$ cat config.mk
export PLATFORM = sky130hd
export DESIGN_NAME = two_channel_temp_moving_average_core
export DESIGN_NICKNAME = d
export VERILOG_FILES = /design/src/design/tcma_pkg.sv /design/src/design/two_channel_temp_moving_average_core.sv
export VERILOG_INCLUDE_DIRS = /design/src /design/src/design
export SDC_FILE = /design/constraint.sdc
export NUM_CORES = 1
export LEC_CHECK = 0
export ABC_AREA = 1
export ABC_CLOCK_PERIOD_IN_PS = 6200
export BUFFER_PORTS_ARGS = -buffer_cell sky130_fd_sc_hd__buf_2
export CORE_UTILIZATION = 45
export DETAILED_ROUTE_END_ITERATION = 10
export GPL_ROUTABILITY_DRIVEN = 1
export MAX_ROUTING_LAYER = met4
export SLEW_MARGIN = 20
export SYNTH_ARGS = -nofsm -noshare
export SYNTH_HDL_FRONTEND = slang
export SYNTH_SLANG_ARGS = --single-unit
$ cat constraint.sdc
create_clock -name clk -period 6.2 [get_ports clk]
set_clock_uncertainty 0.2 [all_clocks]
set_input_delay 1.24 -clock clk [delete_from_list [all_inputs] [get_ports clk]]
set_output_delay 1.24 -clock clk [all_outputs]
set_load 0.02 [all_outputs]
$ cat src/design/assert_macros.svh
// assertion helpers used by the core design file
`ifndef ASSERT_MACROS_SVH
`define ASSERT_MACROS_SVH

// invariant checked at every clock edge outside reset
`define TCMA_ASSERT(label, expr, msg) \
    label: assert property (@(posedge clk) disable iff (!rst_n) (expr)) else $error(msg);

// consequence checked in the cycle after the trigger
`define TCMA_ASSERT_NEXT(label, ante, cons, msg) \
    label: assert property (@(posedge clk) disable iff (!rst_n) (ante) |=> (cons)) \
        else $error(msg);

`endif

$ cat src/design/tcma_pkg.sv
package tcma_pkg;

    // history depth per channel
    localparam int MAX_WINDOW = 10;

    // fixed field widths
    localparam int HIST_W     = 12;
    localparam int WIN_W      = 4;
    localparam int OFS_W      = 11;
    localparam int TEMP_W     = 16;
    localparam int USED_W     = 4;
    localparam int CFG_IDX_W  = 2;
    localparam int CFG_DATA_W = 11;

    // widths that follow from the history depth
    localparam int IDX_W     = (MAX_WINDOW > 1) ? $clog2(MAX_WINDOW) : 1;
    localparam int CNT_W     = $clog2(MAX_WINDOW + 1);
    localparam int ADDR_W    = IDX_W + 1;
    localparam int MEM_DEPTH = 2 ** ADDR_W;
    localparam int CMP_W     = (CNT_W > WIN_W) ? CNT_W : WIN_W;
    localparam int SUM_W     = HIST_W + CNT_W;
    localparam int MAG_W     = SUM_W + 4;
    localparam int DIV_STEPS = (MAG_W + 1) / 2;
    localparam int QUO_W     = 2 * DIV_STEPS;
    localparam int STEP_W    = $clog2(DIV_STEPS + 1);

    localparam logic [WIN_W-1:0] WINDOW_RESET = WIN_W'(5);

    // configuration register indexes
    typedef enum logic [CFG_IDX_W-1:0] {
        REG_FILTER_ON     = 2'd0,
        REG_WINDOW_SIZE   = 2'd1,
        REG_LOCAL_OFFSET  = 2'd2,
        REG_REMOTE_OFFSET = 2'd3
    } cfg_reg_t;

    // sequencer states
    typedef enum logic [1:0] {
        S_IDLE,
        S_SUM,
        S_DIV,
        S_DONE
    } state_t;

    typedef struct packed {
        logic              kind;
        logic signed [7:0] whole_degrees;
        logic [7:0]        extension_byte;
    } sample_t;

    typedef struct packed {
        logic signed [TEMP_W-1:0] temperature;
        logic [USED_W-1:0]        samples_used;
    } result_t;

endpackage

$ cat src/design/two_channel_temp_moving_average_core.sv
// flow: with filtering off an item goes from idle straight to the output register; with
// filtering on it passes through the history sum, the divider and then the output register
// throughput: one item at a time; the history memory read loop and the 2-bit-per-cycle
// divider set the pace, and the next item is taken once the result is registered
// reset: filtering off, window of 5, offsets zero, ring positions and fill counts cleared
`include "assert_macros.svh"

module two_channel_temp_moving_average_core
    import tcma_pkg::*;
(
    input  logic                  clk,
    input  logic                  rst_n,
    input  logic                  sample_valid,
    output logic                  sample_stall,
    input  sample_t               sample,
    output logic                  result_valid,
    input  logic                  result_stall,
    output result_t               result,
    input  logic                  cfg_we,
    input  logic [CFG_IDX_W-1:0]  cfg_index,
    input  logic [CFG_DATA_W-1:0] cfg_data
);

    // control state
    state_t                   state_reg, state_next;
    logic                     filter_on_reg;
    logic [WIN_W-1:0]         window_reg;
    logic signed [OFS_W-1:0]  local_ofs_reg;
    logic signed [OFS_W-1:0]  remote_ofs_reg;
    logic [IDX_W-1:0]         lslot_reg, rslot_reg;
    logic [CNT_W-1:0]         lcount_reg, rcount_reg;
    logic [CNT_W-1:0]         rd_idx_reg, rd_idx_next;
    logic                     rd_vld_reg, rd_vld_next;
    logic [STEP_W-1:0]        step_reg, step_next;
    logic                     result_valid_reg;

    // payload registers
    logic                     kind_reg;
    logic [CNT_W-1:0]         used_reg, used_next;
    logic signed [SUM_W-1:0]  sum_reg, sum_next;
    logic                     neg_reg, neg_next;
    logic [QUO_W-1:0]         quo_reg, quo_next;
    logic [CNT_W-1:0]         rem_reg, rem_next;
    logic [TEMP_W-1:0]        res_reg, res_next;
    result_t                  result_reg;

    // history memory, both channels
    logic [HIST_W-1:0]        hist_mem [MEM_DEPTH];
    logic [HIST_W-1:0]        rd_data_reg;

    // sequencer outputs
    logic                     accept;
    logic                     rd_en;
    logic                     rd_more;
    logic                     sum_done;
    logic                     div_last;
    logic                     out_free;
    logic                     out_load;

    // corrected reading
    logic signed [10:0]       raw_eighths;
    logic signed [OFS_W-1:0]  cur_ofs;
    logic signed [12:0]       wide_sum;
    logic [HIST_W-1:0]        corr;

    // ring bookkeeping for the item's channel
    logic [IDX_W-1:0]         cur_slot;
    logic [CNT_W-1:0]         cur_count;
    logic [IDX_W-1:0]         slot_upd;
    logic [CNT_W-1:0]         count_upd;
    logic                     win_ok;

    // divider helpers
    logic [SUM_W-1:0]         abs_sum;
    logic [QUO_W-1:0]         quo_signed;

    assign accept   = sample_valid && !sample_stall;
    assign out_free = !result_valid_reg || !result_stall;
    assign rd_more  = rd_idx_reg < used_reg;
    assign sum_done = !rd_more && !rd_vld_reg;
    assign div_last = step_reg == STEP_W'(DIV_STEPS - 1);

    // reading in eighths plus channel offset, saturated to the history width
    always_comb
    begin
        raw_eighths = {sample.whole_degrees, sample.extension_byte[7:5]};
        cur_ofs     = sample.kind ? remote_ofs_reg : local_ofs_reg;
        wide_sum    = 13'(raw_eighths) + 13'(cur_ofs);
        if (!wide_sum[12] && wide_sum[11])
        begin
            corr = {1'b0, {(HIST_W-1){1'b1}}};
        end
        else if (wide_sum[12] && !wide_sum[11])
        begin
            corr = {1'b1, {(HIST_W-1){1'b0}}};
        end
        else
        begin
            corr = wide_sum[HIST_W-1:0];
        end
    end

    // next ring slot and fill count of the item's channel
    always_comb
    begin
        cur_slot  = sample.kind ? rslot_reg : lslot_reg;
        cur_count = sample.kind ? rcount_reg : lcount_reg;
        if (CMP_W'(cur_slot) + CMP_W'(1) == CMP_W'(window_reg))
        begin
            slot_upd = '0;
        end
        else
        begin
            slot_upd = cur_slot + IDX_W'(1);
        end
        if (CMP_W'(cur_count) < CMP_W'(window_reg))
        begin
            count_upd = cur_count + CNT_W'(1);
        end
        else
        begin
            count_upd = cur_count;
        end
    end

    assign win_ok = (cfg_data[WIN_W-1:0] != '0)
        && (CMP_W'(cfg_data[WIN_W-1:0]) <= CMP_W'(MAX_WINDOW));

    // next state
    always_comb
    begin
        state_next = state_reg;
        unique case (state_reg)
            S_IDLE:
            begin
                if (accept)
                begin
                    state_next = filter_on_reg ? S_SUM : S_DONE;
                end
            end
            S_SUM:
            begin
                if (sum_done)
                begin
                    state_next = S_DIV;
                end
            end
            S_DIV:
            begin
                if (div_last)
                begin
                    state_next = S_DONE;
                end
            end
            S_DONE:
            begin
                if (out_free)
                begin
                    state_next = S_IDLE;
                end
            end
            default:
            begin
                state_next = S_IDLE;
            end
        endcase
    end

    // sequencer outputs
    always_comb
    begin
        sample_stall = 1'b1;
        rd_en        = 1'b0;
        out_load     = 1'b0;
        unique case (state_reg)
            S_IDLE:
            begin
                sample_stall = 1'b0;
            end
            S_SUM:
            begin
                rd_en = rd_more;
            end
            S_DIV:
            begin
                rd_en = 1'b0;
            end
            S_DONE:
            begin
                out_load = out_free;
            end
            default:
            begin
                sample_stall = 1'b1;
            end
        endcase
    end

    // sum, divide and result datapath
    always_comb
    begin
        logic [CNT_W:0]   trial;
        logic [CNT_W-1:0] r;
        logic [QUO_W-1:0] q;

        rd_idx_next = rd_idx_reg;
        rd_vld_next = 1'b0;
        step_next   = step_reg;
        used_next   = used_reg;
        sum_next    = sum_reg;
        neg_next    = neg_reg;
        quo_next    = quo_reg;
        rem_next    = rem_reg;
        res_next    = res_reg;
        abs_sum     = sum_reg[SUM_W-1] ? SUM_W'(~sum_reg + SUM_W'(1)) : SUM_W'(sum_reg);
        r           = rem_reg;
        q           = quo_reg;

        // two restoring steps of the divider
        for (int k = 0; k < 2; k++)
        begin
            trial = {r, q[QUO_W-1]};
            q     = {q[QUO_W-2:0], 1'b0};
            if (trial >= {1'b0, used_reg})
            begin
                trial = trial - {1'b0, used_reg};
                q[0]  = 1'b1;
            end
            r = trial[CNT_W-1:0];
        end
        quo_signed = neg_reg ? (~q + QUO_W'(1)) : q;

        case (state_reg)
            S_IDLE:
            begin
                rd_idx_next = '0;
                sum_next    = '0;
                if (accept)
                begin
                    if (filter_on_reg)
                    begin
                        used_next = count_upd;
                    end
                    else
                    begin
                        used_next = CNT_W'(1);
                        res_next  = {corr, 4'b0000};
                    end
                end
            end
            S_SUM:
            begin
                // accumulate the entry read in the previous cycle
                if (rd_vld_reg)
                begin
                    sum_next = sum_reg + SUM_W'($signed(rd_data_reg));
                end
                if (rd_more)
                begin
                    rd_idx_next = rd_idx_reg + CNT_W'(1);
                    rd_vld_next = 1'b1;
                end
                if (sum_done)
                begin
                    neg_next  = sum_reg[SUM_W-1];
                    quo_next  = QUO_W'({abs_sum, 4'b0000});
                    rem_next  = '0;
                    step_next = '0;
                end
            end
            S_DIV:
            begin
                quo_next  = q;
                rem_next  = r;
                step_next = step_reg + STEP_W'(1);
                if (div_last)
                begin
                    res_next = quo_signed[TEMP_W-1:0];
                end
            end
            default:
            begin
                res_next = res_reg;
            end
        endcase
    end

    // control registers
    always_ff @(posedge clk or negedge rst_n)
    begin
        if (!rst_n)
        begin
            state_reg        <= S_IDLE;
            filter_on_reg    <= 1'b0;
            window_reg       <= WINDOW_RESET;
            local_ofs_reg    <= '0;
            remote_ofs_reg   <= '0;
            lslot_reg        <= '0;
            rslot_reg        <= '0;
            lcount_reg       <= '0;
            rcount_reg       <= '0;
            rd_idx_reg       <= '0;
            rd_vld_reg       <= 1'b0;
            step_reg         <= '0;
            result_valid_reg <= 1'b0;
        end
        else
        begin
            state_reg  <= state_next;
            rd_idx_reg <= rd_idx_next;
            rd_vld_reg <= rd_vld_next;
            step_reg   <= step_next;

            // ring update of the item's channel
            if (accept && filter_on_reg)
            begin
                if (sample.kind)
                begin
                    rslot_reg  <= slot_upd;
                    rcount_reg <= count_upd;
                end
                else
                begin
                    lslot_reg  <= slot_upd;
                    lcount_reg <= count_upd;
                end
            end

            // configuration writes; mode and window writes clear the history
            if (cfg_we)
            begin
                unique case (cfg_reg_t'(cfg_index))
                    REG_FILTER_ON:
                    begin
                        filter_on_reg <= cfg_data[0];
                        lslot_reg     <= '0;
                        rslot_reg     <= '0;
                        lcount_reg    <= '0;
                        rcount_reg    <= '0;
                    end
                    REG_WINDOW_SIZE:
                    begin
                        if (win_ok)
                        begin
                            window_reg <= cfg_data[WIN_W-1:0];
                        end
                        lslot_reg  <= '0;
                        rslot_reg  <= '0;
                        lcount_reg <= '0;
                        rcount_reg <= '0;
                    end
                    REG_LOCAL_OFFSET:
                    begin
                        local_ofs_reg <= $signed(cfg_data[OFS_W-1:0]);
                    end
                    REG_REMOTE_OFFSET:
                    begin
                        remote_ofs_reg <= $signed(cfg_data[OFS_W-1:0]);
                    end
                    default:
                    begin
                        filter_on_reg <= filter_on_reg;
                    end
                endcase
            end

            // output register
            if (out_load)
            begin
                result_valid_reg <= 1'b1;
            end
            else if (!result_stall)
            begin
                result_valid_reg <= 1'b0;
            end
        end
    end

    // payload registers
    always_ff @(posedge clk)
    begin
        used_reg <= used_next;
        sum_reg  <= sum_next;
        neg_reg  <= neg_next;
        quo_reg  <= quo_next;
        rem_reg  <= rem_next;
        res_reg  <= res_next;
        if (accept)
        begin
            kind_reg <= sample.kind;
        end
        if (out_load)
        begin
            result_reg.temperature  <= $signed(res_reg);
            result_reg.samples_used <= USED_W'(used_reg);
        end
    end

    // history memory: write at accept with filtering on, registered read during the sum
    always_ff @(posedge clk)
    begin
        if (accept && filter_on_reg)
        begin
            hist_mem[{sample.kind, cur_slot}] <= corr;
        end
        if (rd_en)
        begin
            rd_data_reg <= hist_mem[{kind_reg, rd_idx_reg[IDX_W-1:0]}];
        end
    end

    assign result_valid = result_valid_reg;
    assign result       = result_reg;

    // checks
    `TCMA_ASSERT(a_lcount_in_window, CMP_W'(lcount_reg) <= CMP_W'(window_reg), "local fill count above window")
    `TCMA_ASSERT(a_rslot_in_window, CMP_W'(rslot_reg) < CMP_W'(window_reg), "remote ring slot outside window")
    `TCMA_ASSERT(a_sum_idx_bound, (state_reg != S_SUM) || (rd_idx_reg <= used_reg), "sum read index past fill count")
    `TCMA_ASSERT_NEXT(a_bypass_direct, accept && !filter_on_reg, state_reg == S_DONE, "unfiltered item did not go to result")

endmodule

* After elaboration in Yosys (flattened, before gate mapping) *
Memories as Yosys holds them, arrays and structs flattened. A register that Yosys moved wholly into a read port is not among the register bits.
Index checks and enable logic that the tools add are counted.

storage, ports and cells
  register bits = 137
  bits in writable memories = 384
  bits of input ports = 35
  output and inout port bits = 22
  memories = 1

memory list
  memory    words  bits a word  rd ports  clocked after Yosys merged registers in  write ports  RTL line                                    RTL
  hist_mem  32     12           1         1                                        1            two_channel_temp_moving_average_core.sv:48  logic [HIST_W-1:0] hist_mem [MEM_DEPTH];

cells by class
  $add $sub $neg = 10
  $lt $le $gt $ge = 5
  equality and inequality tests = 16
  muxes and demuxes = 57
  bitwise operators = 2
  reductions and logical operators = 31

operators with widths
  cell                                           number
  2-to-1 mux 16 bit                              6
  2-to-1 mux 4 bit                               24
  case mux 16 bit (2 select lines)               2
  case mux 20 bit (2 select lines)               1
  inverter 16 bit                                2
  2-to-1 mux 12 bit                              2
  case mux 4 bit (2 select lines)                3
  2-to-1 mux 20 bit                              1
  adder 16 x 1 -> 16 bit, second input constant  1
  adder 16 x 12 -> 16 bit                        1
  adder 16 x 2 -> 16 bit, second input constant  1
  adder 4 x 1 -> 4 bit, second input constant    4
  AND reduction 2 bit                            8
  != test 2 bit, second input constant           7
  adder 11 x 11 -> 12 bit                        1
  2-to-1 mux 1 bit                               11
  2-to-1 mux 11 bit                              1
  >= comparator 5 x 4 -> 1 bit                   2
  2-to-1 mux 2 bit                               5
  equality test 2 bit, second input constant     4
  less-than comparator 4 bit                     2
  case mux 2 bit (4 select lines)                1
  AND reduction 4 bit                            2
  subtractor 4 bit                               2
  13 further kinds                               27

* Logic depth before layout (Yosys ltp) *
  word-level depth = 9
  depth in mapped cells = 25
  gate-level depth less buffers = 25

* Least setup slack after synthesis *
OpenSTA, ideal clock, no wires.

  path kind = input -> register
  start = input sample[16] in the netlist's numbering
  end = memory hist_mem[0][6] (data pin)
  library setup time = 394 ps
  arrival = 3908 ps
  required time = 5606 ps
  slack = 1698 ps
  stages = 15
  buffers on the path = 3
  path through = buf_6 buf_6 clkbuf_1 nand2_1 nand2_1 ha_1 inv_1 fa_1 inv_1 nand3_1 nand2_1 nand2_1 nand2_1 a21oi_1 xnor2_1

on the way
  cells in the longest elaborated chain, start to end = 6

ends and longest elaborated chain
  element                    RTL line                                                                                RTL
  start: declaration         two_channel_temp_moving_average_core.sv:15                                              input sample_t sample,
  2-to-1 mux 11 bit *        two_channel_temp_moving_average_core.sv:87                                              cur_ofs = sample.kind ? remote_ofs_reg : local_ofs_reg;
  adder 11 x 11 -> 12 bit *  two_channel_temp_moving_average_core.sv:88                                              wide_sum = 13'(raw_eighths) + 13'(cur_ofs);
  zero test 1 bit            two_channel_temp_moving_average_core.sv:89, two_channel_temp_moving_average_core.sv:93
  logical AND 1 bit          two_channel_temp_moving_average_core.sv:89, two_channel_temp_moving_average_core.sv:93
  2-to-1 mux 12 bit          two_channel_temp_moving_average_core.sv:93                                              else if (wide_sum[12] && !wide_sum[11])
  2-to-1 mux 12 bit *        two_channel_temp_moving_average_core.sv:89                                              if (!wide_sum[12] && wide_sum[11])
  via corr[6]                two_channel_temp_moving_average_core.sv:64                                              logic [HIST_W-1:0] corr;
  end: declaration           two_channel_temp_moving_average_core.sv:48

The timed path passes the listed nets; every way through them passes the cells marked *.

* Final worst setup path *
  start = register used_reg[1]
  end = register res_reg[14] (data pin)

on the way
  cells in the longest elaborated chain, start to end = 9

ends and longest elaborated chain
  element                                                           RTL line                                                                                  RTL
  start: declaration                                                two_channel_temp_moving_average_core.sv:39                                                logic [CNT_W-1:0] used_reg, used_next;
  start signal: assignment                                          two_channel_temp_moving_average_core.sv:382                                               used_reg <= used_next;
  subtractor 4 bit or >= comparator 5 x 4 -> 1 bit (tied branches)  two_channel_temp_moving_average_core.sv:226, two_channel_temp_moving_average_core.sv:224
  2-to-1 mux 4 bit                                                  two_channel_temp_moving_average_core.sv:224                                               if (trial >= {1'b0, used_reg})
  >= comparator 5 x 4 -> 1 bit                                      two_channel_temp_moving_average_core.sv:224
  2-to-1 mux 1 bit                                                  two_channel_temp_moving_average_core.sv:224
  inverter 16 bit *                                                 two_channel_temp_moving_average_core.sv:231                                               quo_signed = neg_reg ? (~q + QUO_W'(1)) : q;
  adder 16 x 1 -> 16 bit *                                          two_channel_temp_moving_average_core.sv:231
  2-to-1 mux 16 bit *                                               two_channel_temp_moving_average_core.sv:231
  2-to-1 mux 16 bit *                                               two_channel_temp_moving_average_core.sv:276                                               if (div_last)
  case mux 16 bit (2 select lines) *                                two_channel_temp_moving_average_core.sv:233                                               case (state_reg)
  via res_next[14]                                                  two_channel_temp_moving_average_core.sv:44                                                logic [TEMP_W-1:0] res_reg, res_next;
  end signal: assignment                                            two_channel_temp_moving_average_core.sv:387                                               res_reg <= res_next;
  end: declaration                                                  two_channel_temp_moving_average_core.sv:44

The timed path passes the listed nets; every way through them passes the cells marked *. The select of a mux whose other input is x is not followed.
A chain may end at the register's enable or synchronous reset.

==> results.sh <==
export IMPL_clk_latency_ns=0.62
export IMPL_yosysMostFrequentCell="edfxtp_1"
export IMPL_cp_endpoint="res_reg[14]$_DFFE_PP_"
export IMPL_r2r_end="res_reg[14]$_DFFE_PP_"
export IMPL_setup_viol=0
export IMPL_rows=83
export IMPL_netlist_instances=2107
export IMPL_grt_use_total_pct=22.8
export IMPL_rsz0062_at_grt="false"
export IMPL_irDropWorstVdd_mv=0.334
export IMPL_syn_cell_area_sq_um=23700
export IMPL_yosys_warnings=0
export IMPL_worstPathRequired_ns=6.35
export IMPL_fin_crit_ns=4.39
export IMPL_critPathArrivalTime_ns=4.54
export IMPL_design_area_sq_um=26600
export IMPL_wl_per_cell_microns=20.3
export IMPL_ys_ff_latch=533
export IMPL_place_gp_congestion=0.914
export IMPL_power_frac_comb_pct=33.6
export IMPL_largest_reg_flops=384
export IMPL_htreeDepth=2
export IMPL_total_power_mw=12.8
export IMPL_cts_clk_slew_worst_paths_ns=0.06
export IMPL_p_seq_share_pct=39.9
export IMPL_outcome="finished, final reports clean"
export IMPL_internal_power_mw=8.01
export IMPL_crit_buf_inv=3
export IMPL_crit_top_cell="nand2_1"
export IMPL_post_cts_resized=0
export IMPL_ios=57
export IMPL_hold_violations=0
export IMPL_whs_ns=0.220
export IMPL_die_w_microns=231
export IMPL_hpwl_mm=35.8
export IMPL_dieArea_sq_um=53500
export IMPL_vias=16000
export IMPL_synth_area_leaders="edfxtp_1 61%, o21ai_0 5.9%, dfrtp_1 5.6%"
export IMPL_post_synth_top_area_fraction_pct=60.7
export IMPL_nNetsFinal=2258
export IMPL_power_density_nw_per_um2=479
export IMPL_overflow=0
export IMPL_start_util_pct=45.9
export IMPL_path_class="flip-flop to flip-flop"
export IMPL_core_sq_um=51600
export IMPL_cp_depth=23
export IMPL_r2r_start="used_reg[1]$_SDFFCE_PN0P_"
export IMPL_worstSetupStartpointType="flip-flop"
export IMPL_fmax_mhz=228
export IMPL_swShare_pct=37.3
export IMPL_area_growth_pct=12.6
export IMPL_p_switching_mw=4.76
export IMPL_routed_wl_mm=58.7
export IMPL_synth_cell_type_count=48
export IMPL_holdPathStages=0
export IMPL_drive_gt1_share_pct=9.92
export IMPL_slowest_stage="o21ai_0"
export IMPL_finalNonFillerCells=2888
export IMPL_fill_cells=4482
export IMPL_synth_common_cells="478 x edfxtp_1, 310 x nand2_1, 289 x nor2_1"
export IMPL_dp_cells=2787
export IMPL_syn_nets=2200
export IMPL_worstMarginPinSlew_ns=1.08
export IMPL_placed_area_sq_um=24800
export IMPL_ctsHoldBuffers=0
export IMPL_fin_tns_setup_ns=0
export IMPL_diodes=0
export IMPL_cpPeakStageDelay_ns=0.39
export IMPL_critPathLaunch="used_reg[1]$_SDFFCE_PN0P_"
export IMPL_avgSynthCellArea_sq_um=11.2
export IMPL_cp_end_kind="flip-flop"
export IMPL_final_antenna_net_count=0
export IMPL_p_leak_nw=9.93
export IMPL_hold_class="flip-flop to flip-flop"
export IMPL_tritoncts="yes"
export IMPL_synth_edf_count=478
export IMPL_drcViolationCount=0
export IMPL_clkSinkCount=533
export IMPL_grt_max_degree=132
export IMPL_cp_cell_sequence="inv_1, ha_1, nand3_1, nand2_1, nand2_1, nand2_1, inv_1, o21ai_0, ha_1, nand2_1, nor3_1, nor2_1, nand2_2, inv_1, ha_1, nand3_1, nor2_1, nand2_1, or3b_1, nand2_1, nand2_1, nand3_1, nand2_1"
export IMPL_portBuffers=51
export IMPL_cts_path_max_buffers=3
export IMPL_worstPathMaxFanout=9
export IMPL_clkPwrFrac_pct=26.5
export IMPL_reg2reg_slack_ns=1.81
export IMPL_first_pass_iters=6
export IMPL_drv_slew=0
export IMPL_cts_root_buf="clkbuf_16"
export IMPL_yosys_area_top_type="edfxtp_1"
export IMPL_finalCritPeriodShare_pct=70.9
export IMPL_async_flop_share_pct=10.3
export IMPL_ys_seq_area_share_pct=66.5
export IMPL_die_y_microns=231
export IMPL_post_cts_setup_buffers=0
export IMPL_max_slew_margin_pct=27.4
export IMPL_numCtsBuffers=56
export IMPL_crit_family="simple AND/OR/NAND/NOR gates"
export IMPL_cap_violations=0
export IMPL_ys_dominant_reg_cell="edfxtp_1"
export IMPL_drt_iter0_markers=1480
export IMPL_grt_pass1_wl_mm=89.5
export IMPL_antenna_found_initial=1
export IMPL_grt_pass1_vias=15300
export IMPL_via_per_inst=5.55
export IMPL_reg2regPathDepth=23
==> power by group through the flow <==
stage / combinational [mW] / clock (mW) / sequential [mW]
global route: 4.76 / 3.56 / 5.15
global placement: 4.17 / 0 / 5.16
detailed placement: 4.26 / 0 / 5.17
CTS: 4.29 / 3.43 / 5.10
floorplan: 2.93 / 0 / 5.08
finish: 4.29 / 3.38 / 5.10
==> cell families (layout without fill, tap and decap cells) <==
group	Yosys count	in the layout	synth area share [%]
XOR/XNOR	28	28	1.04
AND/OR/NAND/NOR	689	689	11.7
AO/OA/AOI/OAI	555	555	12.7
flip-flops	533	533	66.5
adder cells (fa/ha/maj)	58	58	3.19
multiplexers	17	17	0.719
buffers and inverters	227	328	4.20
==> per-stage QoR <==
stage | util (%) | setup WS (ns)
after floorplan | - | 1.70
after global placement | 48.0 | 1.62
after detailed placement | 48.0 | 1.53
after CTS | 51.6 | 1.82
after global routing | 51.6 | 1.38
final | 51.6 | 1.81
==> placed cells by master, fill, tap and decap left out, drive strengths merged, types with 2 or more instances in the layout <==
master,Yosys,final
dfstp,2,2
nand4,7,7
o22ai,100,100
ha,54,54
edfxtp,478,478
nand2,313,313
a21oi,100,100
buf,50,97
mux2i,17,17
or2,3,3
o21bai,3,3
inv,127,125
nor2,294,294
clkinvlp,0,2
a21boi,3,3
a31oi,3,3
clkbuf,47,68
a211oi,2,2
nand3b,2,2
o21a,5,5
o21ai,319,319
xnor2,11,11
fa,4,4
and2,2,2
o211ai,11,11
nand3,58,58
o31ai,4,4
dfrtp,53,53
a21o,2,2
bufinv,0,7
nor3,8,8
xor2,17,17
clkinv,3,29
==> routing by layer <==
layer	part of all wire (%)	vias to the layer above	track usage [%]
li1	-	7624	-
met1	44	7773	31.2
met2	46	528	35.3
met3	7.3	95	3.74
met4	2.4	0	6.35
met5	0	-	-
==> layout make-up <==
type                            count  area (sq um)  area share (%)
Inverter                          130           497            1.86
Sequential cell                   533         15700            59.1
Multi-Input combinational cell   1347          7090            26.6
Clock buffer                       68          1490            5.59
Clock inverter                     33           354            1.33
Tap cell                          680           851            3.19
Timing Repair Buffer               97           626            2.35
==> how the worst min path moves through the flow <==
stage	startpoint	endpoint	slack (ns)
after floorplan	res_reg[6]$_DFFE_PP_	result[10]$_DFFE_PP_	0.20
after global placement	res_reg[0]$_SDFFCE_PN0P_	result[4]$_DFFE_PP_	0.20
after detailed placement	res_reg[14]$_DFFE_PP_	result[18]$_DFFE_PP_	0.21
after CTS	res_reg[14]$_DFFE_PP_	result[18]$_DFFE_PP_	0.22
after global routing	res_reg[6]$_DFFE_PP_	result[10]$_DFFE_PP_	0.24
final	res_reg[14]$_DFFE_PP_	result[18]$_DFFE_PP_	0.22
Note: power is estimated with default switching activity, not from simulation.
